### src/rtl/core/sdsk_pkg.sv
// ----------------------------------------------------------------------------
// sdsk_pkg
// Beat types, register codes and binary32 helper functions shared by the
// depth sort key pipeline.
// ----------------------------------------------------------------------------
package sdsk_pkg;

    localparam int unsigned CFG_IDX_W = 3;

    localparam logic [CFG_IDX_W-1:0] CFG_DIR_X     = 3'd0;
    localparam logic [CFG_IDX_W-1:0] CFG_DIR_Y     = 3'd1;
    localparam logic [CFG_IDX_W-1:0] CFG_DIR_Z     = 3'd2;
    localparam logic [CFG_IDX_W-1:0] CFG_MIN_DIST  = 3'd3;
    localparam logic [CFG_IDX_W-1:0] CFG_INV_RANGE = 3'd4;
    localparam logic [CFG_IDX_W-1:0] CFG_BUCKETS   = 3'd5;

    localparam logic       ACT_POINT = 1'b0;
    localparam logic       ACT_TABLE = 1'b1;
    localparam logic [31:0] KEY_MAX  = 32'h7FFF_FFFF;
    localparam logic [31:0] FP_QNAN  = 32'h7FC0_0000;

    typedef struct packed {
        logic        action;
        logic [31:0] center_x;
        logic [31:0] center_y;
        logic [31:0] center_z;
        logic        last_point;
        logic [4:0]  table_index;
        logic [30:0] entry_base;
        logic [23:0] entry_divider;
    } in_beat_t;

    typedef struct packed {
        logic [30:0] sort_key;
        logic        last_key;
    } out_beat_t;

    // Fields that ride alongside the arithmetic through the pipeline.
    typedef struct packed {
        logic        valid;
        logic        action;
        logic        last_point;
        logic [4:0]  table_index;
        logic [30:0] entry_base;
        logic [23:0] entry_divider;
    } side_t;

    function automatic logic [5:0] lzc48(input logic [47:0] v);
        logic [5:0] n;
        n = 6'd0;
        for (int i = 0; i < 48; i++) begin
            if (v[i]) n = 6'(47 - i);
        end
        return n;
    endfunction

    // Rounds a significand with its leading one at bit 47 to nearest even,
    // denormalising first when the exponent has fallen below the normal range.
    function automatic logic [31:0] fp_round_pack(input logic sgn,
                                                  input logic signed [10:0] er,
                                                  input logic [47:0] sig);
        logic [47:0] s;
        logic [47:0] mask;
        logic [5:0]  sh;
        logic        st;
        logic [7:0]  ef;
        logic        inc;
        logic [30:0] mag;
        s  = sig;
        ef = er[7:0];
        if (er >= 11'sd255) return {sgn, 8'hFF, 23'd0};
        if (er <= 11'sd0) begin
            sh   = (er < -11'sd47) ? 6'd48 : 6'(11'sd1 - er);
            mask = ~(48'hFFFF_FFFF_FFFF << sh);
            st   = |(s & mask);
            s    = (s >> sh) | {47'd0, st};
            ef   = 8'd0;
        end
        inc = s[23] & ((|s[22:0]) | s[24]);
        mag = {ef, s[46:24]} + 31'(inc);
        return {sgn, mag};
    endfunction

    function automatic logic fp_is_nan(input logic [31:0] a);
        return (a[30:23] == 8'hFF) && (a[22:0] != 23'd0);
    endfunction

    function automatic logic fp_is_inf(input logic [31:0] a);
        return (a[30:23] == 8'hFF) && (a[22:0] == 23'd0);
    endfunction

    function automatic logic signed [10:0] fp_exp(input logic [31:0] a);
        return (a[30:23] == 8'd0) ? 11'sd1 : $signed({3'b000, a[30:23]});
    endfunction

    function automatic logic [31:0] fp_mul(input logic [31:0] a, input logic [31:0] b);
        logic              sgn;
        logic              a_zero;
        logic              b_zero;
        logic [23:0]       ma;
        logic [23:0]       mb;
        logic [47:0]       p;
        logic [5:0]        lz;
        logic signed [10:0] er;
        sgn    = a[31] ^ b[31];
        a_zero = (a[30:0] == 31'd0);
        b_zero = (b[30:0] == 31'd0);
        if (fp_is_nan(a) || fp_is_nan(b) || (fp_is_inf(a) && b_zero) ||
            (fp_is_inf(b) && a_zero)) return FP_QNAN;
        if (fp_is_inf(a) || fp_is_inf(b)) return {sgn, 8'hFF, 23'd0};
        if (a_zero || b_zero) return {sgn, 31'd0};
        ma = {a[30:23] != 8'd0, a[22:0]};
        mb = {b[30:23] != 8'd0, b[22:0]};
        p  = ma * mb;
        lz = lzc48(p);
        er = fp_exp(a) + fp_exp(b) - 11'sd126 - $signed({5'd0, lz});
        return fp_round_pack(sgn, er, p << lz);
    endfunction

    function automatic logic [31:0] fp_add(input logic [31:0] a, input logic [31:0] b);
        logic [31:0]       x;
        logic [31:0]       y;
        logic signed [10:0] ex;
        logic signed [10:0] dsh;
        logic [5:0]        sh;
        logic [47:0]       ax;
        logic [47:0]       by;
        logic [47:0]       mask;
        logic [47:0]       sum;
        logic [5:0]        lz;
        logic              st;
        if (fp_is_nan(a) || fp_is_nan(b)) return FP_QNAN;
        if (fp_is_inf(a) && fp_is_inf(b)) return (a[31] != b[31]) ? FP_QNAN : a;
        if (fp_is_inf(a)) return a;
        if (fp_is_inf(b)) return b;
        if (a[30:0] >= b[30:0]) begin
            x = a;
            y = b;
        end else begin
            x = b;
            y = a;
        end
        ex   = fp_exp(x);
        dsh  = ex - fp_exp(y);
        sh   = (dsh > 11'sd48) ? 6'd48 : 6'(dsh);
        ax   = {1'b0, x[30:23] != 8'd0, x[22:0], 23'd0};
        by   = {1'b0, y[30:23] != 8'd0, y[22:0], 23'd0};
        mask = ~(48'hFFFF_FFFF_FFFF << sh);
        st   = |(by & mask);
        by   = (by >> sh) | {47'd0, st};
        sum  = (x[31] ^ y[31]) ? (ax - by) : (ax + by);
        // An exact zero is positive unless both operands were negative.
        if (sum == 48'd0) return {x[31] & y[31], 31'd0};
        lz = lzc48(sum);
        return fp_round_pack(x[31], ex + 11'sd1 - $signed({5'd0, lz}), sum << lz);
    endfunction

    // Truncates a non-negative binary32 value below 2^25 to an integer.
    function automatic logic [24:0] fp_to_uint(input logic [31:0] f);
        logic [24:0] m;
        m = {1'b0, 1'b1, f[22:0]};
        if (f[30:23] < 8'd127) return 25'd0;
        if (f[30:23] >= 8'd150) return m << (f[30:23] - 8'd150);
        return m >> (8'd150 - f[30:23]);
    endfunction

    function automatic logic [31:0] uint_to_fp(input logic [23:0] v);
        logic [4:0]  lz;
        logic [23:0] n;
        lz = 5'd0;
        for (int i = 0; i < 24; i++) begin
            if (v[i]) lz = 5'(23 - i);
        end
        n = v << lz;
        if (v == 24'd0) return 32'd0;
        return {1'b0, 8'(8'd150 - {3'd0, lz}), n[22:0]};
    endfunction

endpackage

### src/rtl/core/sdsk_key.sv
// ----------------------------------------------------------------------------
// sdsk_key
// Five stage key datapath: clamp and bin, fraction, bin table access,
// offset product, and the saturating key sum into the output register.
// ----------------------------------------------------------------------------
module sdsk_key #(
    parameter int unsigned BINS = 32
) (
    input  logic               aclk,
    input  logic               aresetn,
    input  logic               en,
    input  sdsk_pkg::side_t    side_in,
    input  logic [31:0]        depth_in,
    input  logic [31:0]        bucket_count,
    output logic               out_valid,
    output sdsk_pkg::out_beat_t out_beat
);
    import sdsk_pkg::*;

    localparam int unsigned BW = (BINS > 1) ? $clog2(BINS) : 1;
    localparam logic [31:0] TOP_BITS = uint_to_fp(24'(BINS));

    side_t       side6_reg, side7_reg;
    logic        v8_reg, v9_reg, v10_reg;
    logic        act8_reg, act9_reg;
    logic        last8_reg, last9_reg;
    logic [31:0] dc_reg, binf_reg, frac_reg, frac8_reg, divf_reg, prod_reg;
    logic [BW-1:0] bin6_reg, bin7_reg;
    logic [30:0] base8_reg, base9_reg;
    logic [23:0] div8_reg, div9_reg;
    out_beat_t   out_reg;

    logic [30:0] base_table_reg [BINS];
    logic [23:0] div_table_reg  [BINS];

    logic [31:0] dc_next;
    logic [24:0] bin_full;
    logic [BW-1:0] bin_next;
    logic [24:0] offset;
    logic [31:0] sum;
    logic [31:0] limit;
    logic [31:0] key_next;

    // A NaN or negative depth is taken as zero, anything above the top bin
    // edge (infinity included) as the edge itself.
    always_comb begin
        if (depth_in[31] || fp_is_nan(depth_in)) begin
            dc_next = 32'd0;
        end else if (depth_in[30:0] > TOP_BITS[30:0]) begin
            dc_next = TOP_BITS;
        end else begin
            dc_next = depth_in;
        end
        bin_full = fp_to_uint(dc_next);
        bin_next = (bin_full > 25'(BINS - 1)) ? BW'(BINS - 1) : BW'(bin_full);
    end

    always_comb begin
        offset = fp_to_uint(prod_reg);
        sum    = {1'b0, base9_reg} + {7'd0, offset};
        limit  = bucket_count - 32'd1;
        key_next = sum;
        if (key_next > limit) key_next = limit;
        if (key_next > KEY_MAX) key_next = KEY_MAX;
    end

    always_ff @(posedge aclk) begin
        if (!aresetn) begin
            side6_reg.valid <= 1'b0;
            side7_reg.valid <= 1'b0;
            v8_reg  <= 1'b0;
            v9_reg  <= 1'b0;
            v10_reg <= 1'b0;
        end else if (en) begin
            side6_reg.valid <= side_in.valid;
            side7_reg.valid <= side6_reg.valid;
            v8_reg  <= side7_reg.valid;
            v9_reg  <= v8_reg;
            v10_reg <= v9_reg && (act9_reg == ACT_POINT);
        end
        if (en) begin
            side6_reg[$bits(side_t)-2:0] <= side_in[$bits(side_t)-2:0];
            side7_reg[$bits(side_t)-2:0] <= side6_reg[$bits(side_t)-2:0];
            dc_reg    <= dc_next;
            bin6_reg  <= bin_next;
            binf_reg  <= uint_to_fp(24'(bin_next));
            frac_reg  <= fp_add(dc_reg, {~binf_reg[31], binf_reg[30:0]});
            bin7_reg  <= bin6_reg;
            act8_reg  <= side7_reg.action;
            last8_reg <= side7_reg.last_point;
            frac8_reg <= frac_reg;
            base8_reg <= base_table_reg[bin7_reg];
            div8_reg  <= div_table_reg[bin7_reg];
            divf_reg  <= uint_to_fp(div_table_reg[bin7_reg]);
            act9_reg  <= act8_reg;
            last9_reg <= last8_reg;
            base9_reg <= base8_reg;
            div9_reg  <= div8_reg;
            prod_reg  <= fp_mul(divf_reg, frac8_reg);
            out_reg.sort_key <= key_next[30:0];
            out_reg.last_key <= last9_reg;
        end
    end

    // Table writes take effect in pipeline order, at the stage where points
    // read the table, so a point never sees a write that came after it.
    always_ff @(posedge aclk) begin
        if (en && side7_reg.valid && (side7_reg.action == ACT_TABLE) &&
            (11'(side7_reg.table_index) < 11'(BINS))) begin
            base_table_reg[BW'(side7_reg.table_index)] <= side7_reg.entry_base;
            div_table_reg[BW'(side7_reg.table_index)]  <= side7_reg.entry_divider;
        end
    end

    assign out_valid = v10_reg;
    assign out_beat  = out_reg;

    a_bin_in_range: assert property (@(posedge aclk) disable iff (!aresetn)
        side6_reg.valid |-> (32'(bin6_reg) < BINS))
        else $error("bin index beyond the table");

    a_offset_le_div: assert property (@(posedge aclk) disable iff (!aresetn)
        (v9_reg && (act9_reg == ACT_POINT)) |-> (offset <= {1'b0, div9_reg}))
        else $error("offset exceeds the bin divider");

    a_table_no_key: assert property (@(posedge aclk) disable iff (!aresetn)
        (en && v9_reg && (act9_reg == ACT_TABLE)) |=> !v10_reg)
        else $error("table write produced a key beat");

endmodule

### config.mk
export PLATFORM = sky130hd
export DESIGN_NAME = sdsk_key
export DESIGN_NICKNAME = d
export VERILOG_FILES = /design/src/rtl/core/sdsk_pkg.sv /design/src/rtl/core/sdsk_key.sv
export SDC_FILE = /design/constraint.sdc
export NUM_CORES = 2
export LEC_CHECK = 0
export BUFFER_PORTS_ARGS = -buffer_cell sky130_fd_sc_hd__buf_2
export CAP_MARGIN = 20
export CORE_MARGIN = 8
export CORE_UTILIZATION = 25
export DETAILED_ROUTE_END_ITERATION = 8
export PLACE_DENSITY = 0.45
export REMOVE_ABC_BUFFERS = 1
export SKIP_CTS_REPAIR_TIMING = 1
export SLEW_MARGIN = 20
export SYNTH_ARGS = -nofsm -noshare
export SYNTH_HDL_FRONTEND = slang
export SYNTH_SLANG_ARGS = --single-unit
### constraint.sdc
create_clock -name aclk -period 17.79 [get_ports aclk]
set_clock_uncertainty 0.2 [all_clocks]
set_input_delay 1.779 -clock aclk [delete_from_list [all_inputs] [get_ports aclk]]
set_output_delay 1.779 -clock aclk [all_outputs]
set_load 0.02 [all_outputs]
Yosys cells after proc, flatten, opt, wreduce, memory -nomap -nowiden
Memory sizes are Yosys's and may differ from the RTL's. A register that Yosys moved wholly into a read port is not among the register bits.
Index checks and enable logic that the tools add are counted.
{ "word_totals": {"regBits": 393, "latchBits": 0, "ramBits": 1760, "rom_bits": 0, "input_bits": 130, "out_inout_bits": 33, "n_memories": 2} }
{ "op_classes": {"addsub": 20, "n_mul": 1, "div": 0, "order_cmp": 16, "n_eq_ne": 5, "shifts": 14, "muxes": 277, "bitwise": 15, "reduce_logical": 50} }
{ "mem_list": {"columns": ["name", "words", "width", "rd", "rd_clocked_by_memory_dff", "wr", "line_no", "rtl"], "rows": [
  ["base_table_reg", 32, 31, 1, 1, 1, "sdsk_key.sv:33", "logic [30:0] base_table_reg [BINS];"],
  ["div_table_reg", 32, 24, 1, 1, 1, "sdsk_key.sv:34", "logic [23:0] div_table_reg [BINS];"]
]} }
{ "ops": {"columns": ["operator", "n"], "rows": [
  ["two-way mux 31 bit", 28],
  ["two-way mux 47 bit", 14],
  ["two-way mux 6 bit", 109],
  ["two-way mux 32 bit", 13],
  ["two-way mux 25 bit", 8],
  ["two-way mux 5 bit", 33],
  ["two-way mux 8 bit", 18],
  ["inverter 48 bit", 3],
  ["OR reduction 48 bit", 3],
  ["<< shifter 48 x 6 -> 48 bit, first input constant", 3],
  ["nonzero test 23 bit", 5],
  ["AND 48 bit", 2],
  ["<< shifter 48 x 6 -> 48 bit", 2],
  ["right shift 48 x 6 -> 47 bit", 2],
  ["OR 47 x 1 -> 47 bit", 2],
  ["logical NOT 23 bit", 4],
  ["adder 31 x 1 -> 31 bit", 2],
  ["logical NOT 31 bit", 2],
  ["two-way mux 1 bit", 53],
  ["<< shifter 24 x 8 -> 25 bit", 2],
  ["right shift 24 x 8 -> 25 bit", 2],
  ["adder 47 x 48 -> 48 bit", 1],
  ["AND 47 x 48 -> 48 bit", 1],
  ["logical NOT 48 bit", 1],
  ["other kinds (46)", 85]
]} }

Depth between registers and ports, before layout
{ "logic_depth": {"ltp_word": 111, "mapped_depth": 94, "mapped_depth_nobuf": 79} }

Least setup slack after synthesis
OpenSTA, ideal clock, no wires.
{ "synth_timing": {"path_kind": "reg-to-reg", "from": "register dc_reg[30]", "to": "register frac_reg[28], data pin", "setup_time_ps": 152, "t_arrival_ps": 17416, "required_time_ps": 17438, "setup_slack_ps": 22, "path_stages_with_launch": 88, "n_path_buf": 15, "path_cell_list": "edfxtp_1 > ha_1 > nand4_1 > nor4_1 > nand2_1 > and3_1 > buf_1 > clkbuf_1 > nand2_1 > buf_2 > buf_1 > mux2i_1 > inv_1 > nor2_1 > and4b_1 > nor2b_1 > ha_1 > fa_1 > (+52 left out) > clkbuf_1 > clkbuf_1 > clkbuf_1 > nand4_1 > o21ai_0 > nor3_1 > a211oi_1 > a211o_1 > nand4_1 > a21o_1 > inv_1 > ha_1 > nand3_1 > or3_1 > buf_2 > or4b_4 > or3b_1 > a31oi_1"} }
{ "synth_between": {"elab_chain_len": 99, "elab_cells_between_ends": 158} }
{ "synth_rtl": {"columns": ["item", "line_no", "rtl"], "rows": [
  ["from (decl)", "sdsk_key.sv:27", "logic [31:0] dc_reg, binf_reg, frac_reg, frac8_reg, divf_reg, prod_reg;"],
  ["from (signal assigned)", "sdsk_key.sv:84", "dc_reg <= dc_next;"],
  [">= comparator 31 bit", "sdsk_pkg.sv:136", "if (a[30:0] >= b[30:0]) begin"],
  ["two-way mux 32 bit (2 in a row)", "sdsk_pkg.sv:136", null],
  ["two-way mux 32 bit", "sdsk_pkg.sv:135", "if (fp_is_inf(b)) return b;"],
  ["two-way mux 32 bit", "sdsk_pkg.sv:134", "if (fp_is_inf(a)) return a;"],
  ["two-way mux 32 bit", "sdsk_pkg.sv:133", "if (fp_is_inf(a) && fp_is_inf(b)) return (a[31] != b[31]) ? FP_QNAN : a;"],
  ["two-way mux 32 bit", "sdsk_key.sv:81", "if (en) begin"],
  ["logical NOT 8 bit", "sdsk_pkg.sv:93", "return (a[30:23] == 8'd0) ? 11'sd1 : $signed({3'b000, a[30:23]});"],
  ["two-way mux 8 bit", "sdsk_pkg.sv:93", null],
  ["(+82 left out)", null, null],
  ["AND 1 bit", "sdsk_pkg.sv:79", "inc = s[23] & ((|s[22:0]) | s[24]);"],
  ["adder 31 x 1 -> 31 bit", "sdsk_pkg.sv:80", "mag = {ef, s[46:24]} + 31'(inc);"],
  ["two-way mux 31 bit", "sdsk_pkg.sv:72", "if (er <= 11'sd0) begin"],
  ["two-way mux 31 bit", "sdsk_pkg.sv:154", "lz = lzc48(sum);"],
  ["two-way mux 31 bit", "sdsk_pkg.sv:136", null],
  ["two-way mux 31 bit", "sdsk_pkg.sv:135", null],
  ["two-way mux 31 bit", "sdsk_pkg.sv:134", null],
  ["two-way mux 31 bit *", "sdsk_pkg.sv:133", null],
  ["to (signal assigned)", "sdsk_key.sv:87", "frac_reg <= fp_add(dc_reg, {~binf_reg[31], binf_reg[30:0]});"],
  ["to (decl)", "sdsk_key.sv:27", null]
]} }
Every way passes the cells marked *; elsewhere a longest branch is shown, timed or not. The select of a mux whose other input is x is not followed.
A chain may end at the register's enable or synchronous reset.

Worst setup path after layout
{ "layout_timing": {"from": "register dc_reg[24]", "to": "register frac_reg[28], data pin"} }
The elaborated chain is that of the path after synthesis.

==> run summary <==
Status - finished, final reports clean
Average size of a mapped cell - 12.0 sq um
Post-synth top area share - 48.2%
Final Core Density - 28.8%
# nets final - 12550
Cell with the largest stage delay on the worst path - a221oi_1
Reg clk slew, reported paths - 0.06 ns
Vias per cell - 5.21
DRC violations left - 0
Routed len/inst - 25.7 um
Number of CTS-inserted buffers - 234
CP max stage delay - 0.66 ns
CP arrival - 17.55 ns
H-tree depth - 4
Worst-Margin Slew - 1.15 ns
Clock Latency Late Sink - 0.96 ns
Setup violations, final - 0
Top FF cell, synth - edfxtp_1
Dpl ws - -0.180 ns
Share of layout cells above drive strength 1 - 16.5%
Area occupied by multi-input gates - 0.0654 sq mm
TritonRoute pass-1 iters - 8
Yosys top cell by area - edfxtp_1
Synthesized flop and latch total - 2185
Antenna violations before repair - 10
Site Rows - 270
Netlist Area Pre-Place - 0.136 sq mm
Setup CP Type - reg2reg
Vias - 98915
GRT overflow - 0
Fill count - 55758
Worst min-delay path class - reg2reg
Yosys warns - 0
Max clock buf depth - 4
CTS tree - built
CTS Sinks - 2185
Req. time, crit path - 18.29 ns
Final hold vios - 0
Slack of the critical path - 0.740 ns
Initial Utilization - 25.1%
Register Area - 0.0655 sq mm
Area of the core - 0.541 sq mm
CP Capture Type - register
Crit path max fanout - 18
Hold_ws - 0.202 ns
Area contributors post-synth - edfxtp_1 (48%), mux4_2 (9.6%), fa_1 (7.2%), ha_1 (3.4%), nand2_1 (3.1%)
Clk root buf - clkbuf_16
First-pass GRT wire length - 713000 um
Asr flop ratio synth - 0%
Detailed placement HPWL - 338000 um
Relative slew slack - 21.0%
Cells after synthesis - 11275
Gpl congestion - 0.971
PortBufs - 162
Maxcap violations - 0
Final number of max-transition violations - 0
Fin crit period - 17.05 ns
Detailed Route WL - 487000 um
DIE AREA - 0.566 sq mm
DIE HEIGHT - 753 um
I/O pin count - 163
DR iter-0 viols - 10221
Period utilization - 95.8%
Final ANT Viol Nets - 0
Vias in the first global route - 99634
Die Wd - 753 um
Sequential share of the synthesized area - 48.3%
Layout area overhead - 14.7%
Synth cell types - 128
Cell mode on critical path - buf_4
Critical path launch point type - register
Number of flip-flops in the largest register - 992
GRT Util Overall - 16.6%
Largest net degree at the start of global routing - 71
EDFF count, synth - 2175
Max Fclk - 0.0587 GHz
==> placed cells by master, fill, tap and decap left out, types with 88 or more instances in the layout <==
master / count
buf_2: 161
mux4_2: 576
mux2i_1: 188
ha_1: 365
fa_1: 488
a211oi_1: 178
xnor2_1: 145
nor3_1: 272
nor2_1: 653
o21ai_0: 455
edfxtp_1: 2175
a21oi_1: 549
buf_4: 521
o22ai_1: 110
nand2_1: 1119
and2_1: 286
nand4_1: 109
a21o_1: 100
clkbuf_16: 235
a31oi_1: 92
inv_1: 697
o211ai_1: 164
nor4_1: 88
nand3_1: 235
==> cell usage after synthesis (all sizes together) (61+ instances only) <==
| library cell | instances |
|---|---|
| nand2 | 1127 |
| edfxtp | 2175 |
| ha | 366 |
| o211ai | 167 |
| mux2 | 84 |
| mux2i | 191 |
| mux4 | 576 |
| and3 | 66 |
| nor4 | 93 |
| fa | 488 |
| a21oi | 557 |
| inv | 706 |
| nand4 | 111 |
| nor2b | 66 |
| and2 | 293 |
| nor3 | 283 |
| a21o | 100 |
| nand2b | 88 |
| xnor2 | 146 |
| buf | 158 |
| nor2 | 695 |
| nand3 | 236 |
| a22oi | 73 |
| xor2 | 83 |
| clkbuf | 501 |
| o22ai | 112 |
| o21ai | 509 |
| or3 | 61 |
| a31oi | 95 |
| a211oi | 183 |
==> routing by layer <==
layer / track usage [%] / share of wire, %
met1: 23.1 / 44
met3: 2.00 / 5.7
met4: 4.59 / 3.1
met5: 0 / 0
met2: 27.1 / 47
==> kinds of logic after synthesis <==
kind of cell / share of synthesized area [%]
xor gates and xnor gates: 1.49
DFF: 48.3
muxes: 11.7
and+or+nand+nor: 11.4
other: 0.00276
buffers and inverters: 3.91
adders and majority gates: 10.6
AOI/OAI and AO/OA: 12.6
==> worst paths after layout <==
check                                        startpoint  cells past startpoint  slack [ns]                    endpoint
worst min-delay path            side6_reg[11]$_DFFE_PP_                      0        0.20     side7_reg[11]$_DFFE_PP_
worst min register to register  side6_reg[11]$_DFFE_PP_                      0        0.20     side7_reg[11]$_DFFE_PP_
worst max register to register     dc_reg[24]$_DFFE_PP_                     72        0.74  frac_reg[28]$_SDFFCE_PP1P_
worst max-delay path               dc_reg[24]$_DFFE_PP_                     72        0.74  frac_reg[28]$_SDFFCE_PP1P_
==> final cells by class <==
type,instances,area share [%]
sequential,2185,42.1
multi-input combinational,7738,42.1
tap,7208,5.80
clock buffer,270,3.87
timing repair buffer,699,3.22
inverter,708,1.71
clock inverter,157,1.21
antenna,3,0.00483
==> metrics by stage <==
stage,cell area [sq um],setup TNS (ns),instances
after floorplan,133000,-98.97,10631
after global placement,147000,-0.212,18519
after detailed placement,147000,-0.374,18524
after CTS,155000,-1.07,18951
after global routing,156000,-0.0291,18966
final,156000,0,18968
==> worst max-delay path, delay by kind of cell, from the launching register on <==
family                     cells  cell delay [ns]
AOI/OAI and AO/OA             27             5.82
DFF                            1             0.46
adders and majority gates      7             2.19
muxes                          2             0.43
xor gates and xnor gates       1             0.27
buffers and inverters         12             1.89
and+or+nand+nor               23             5.55
Power is not shown: default switching activity piles up to over one toggle a cycle in this logic, so the estimate is an artifact.
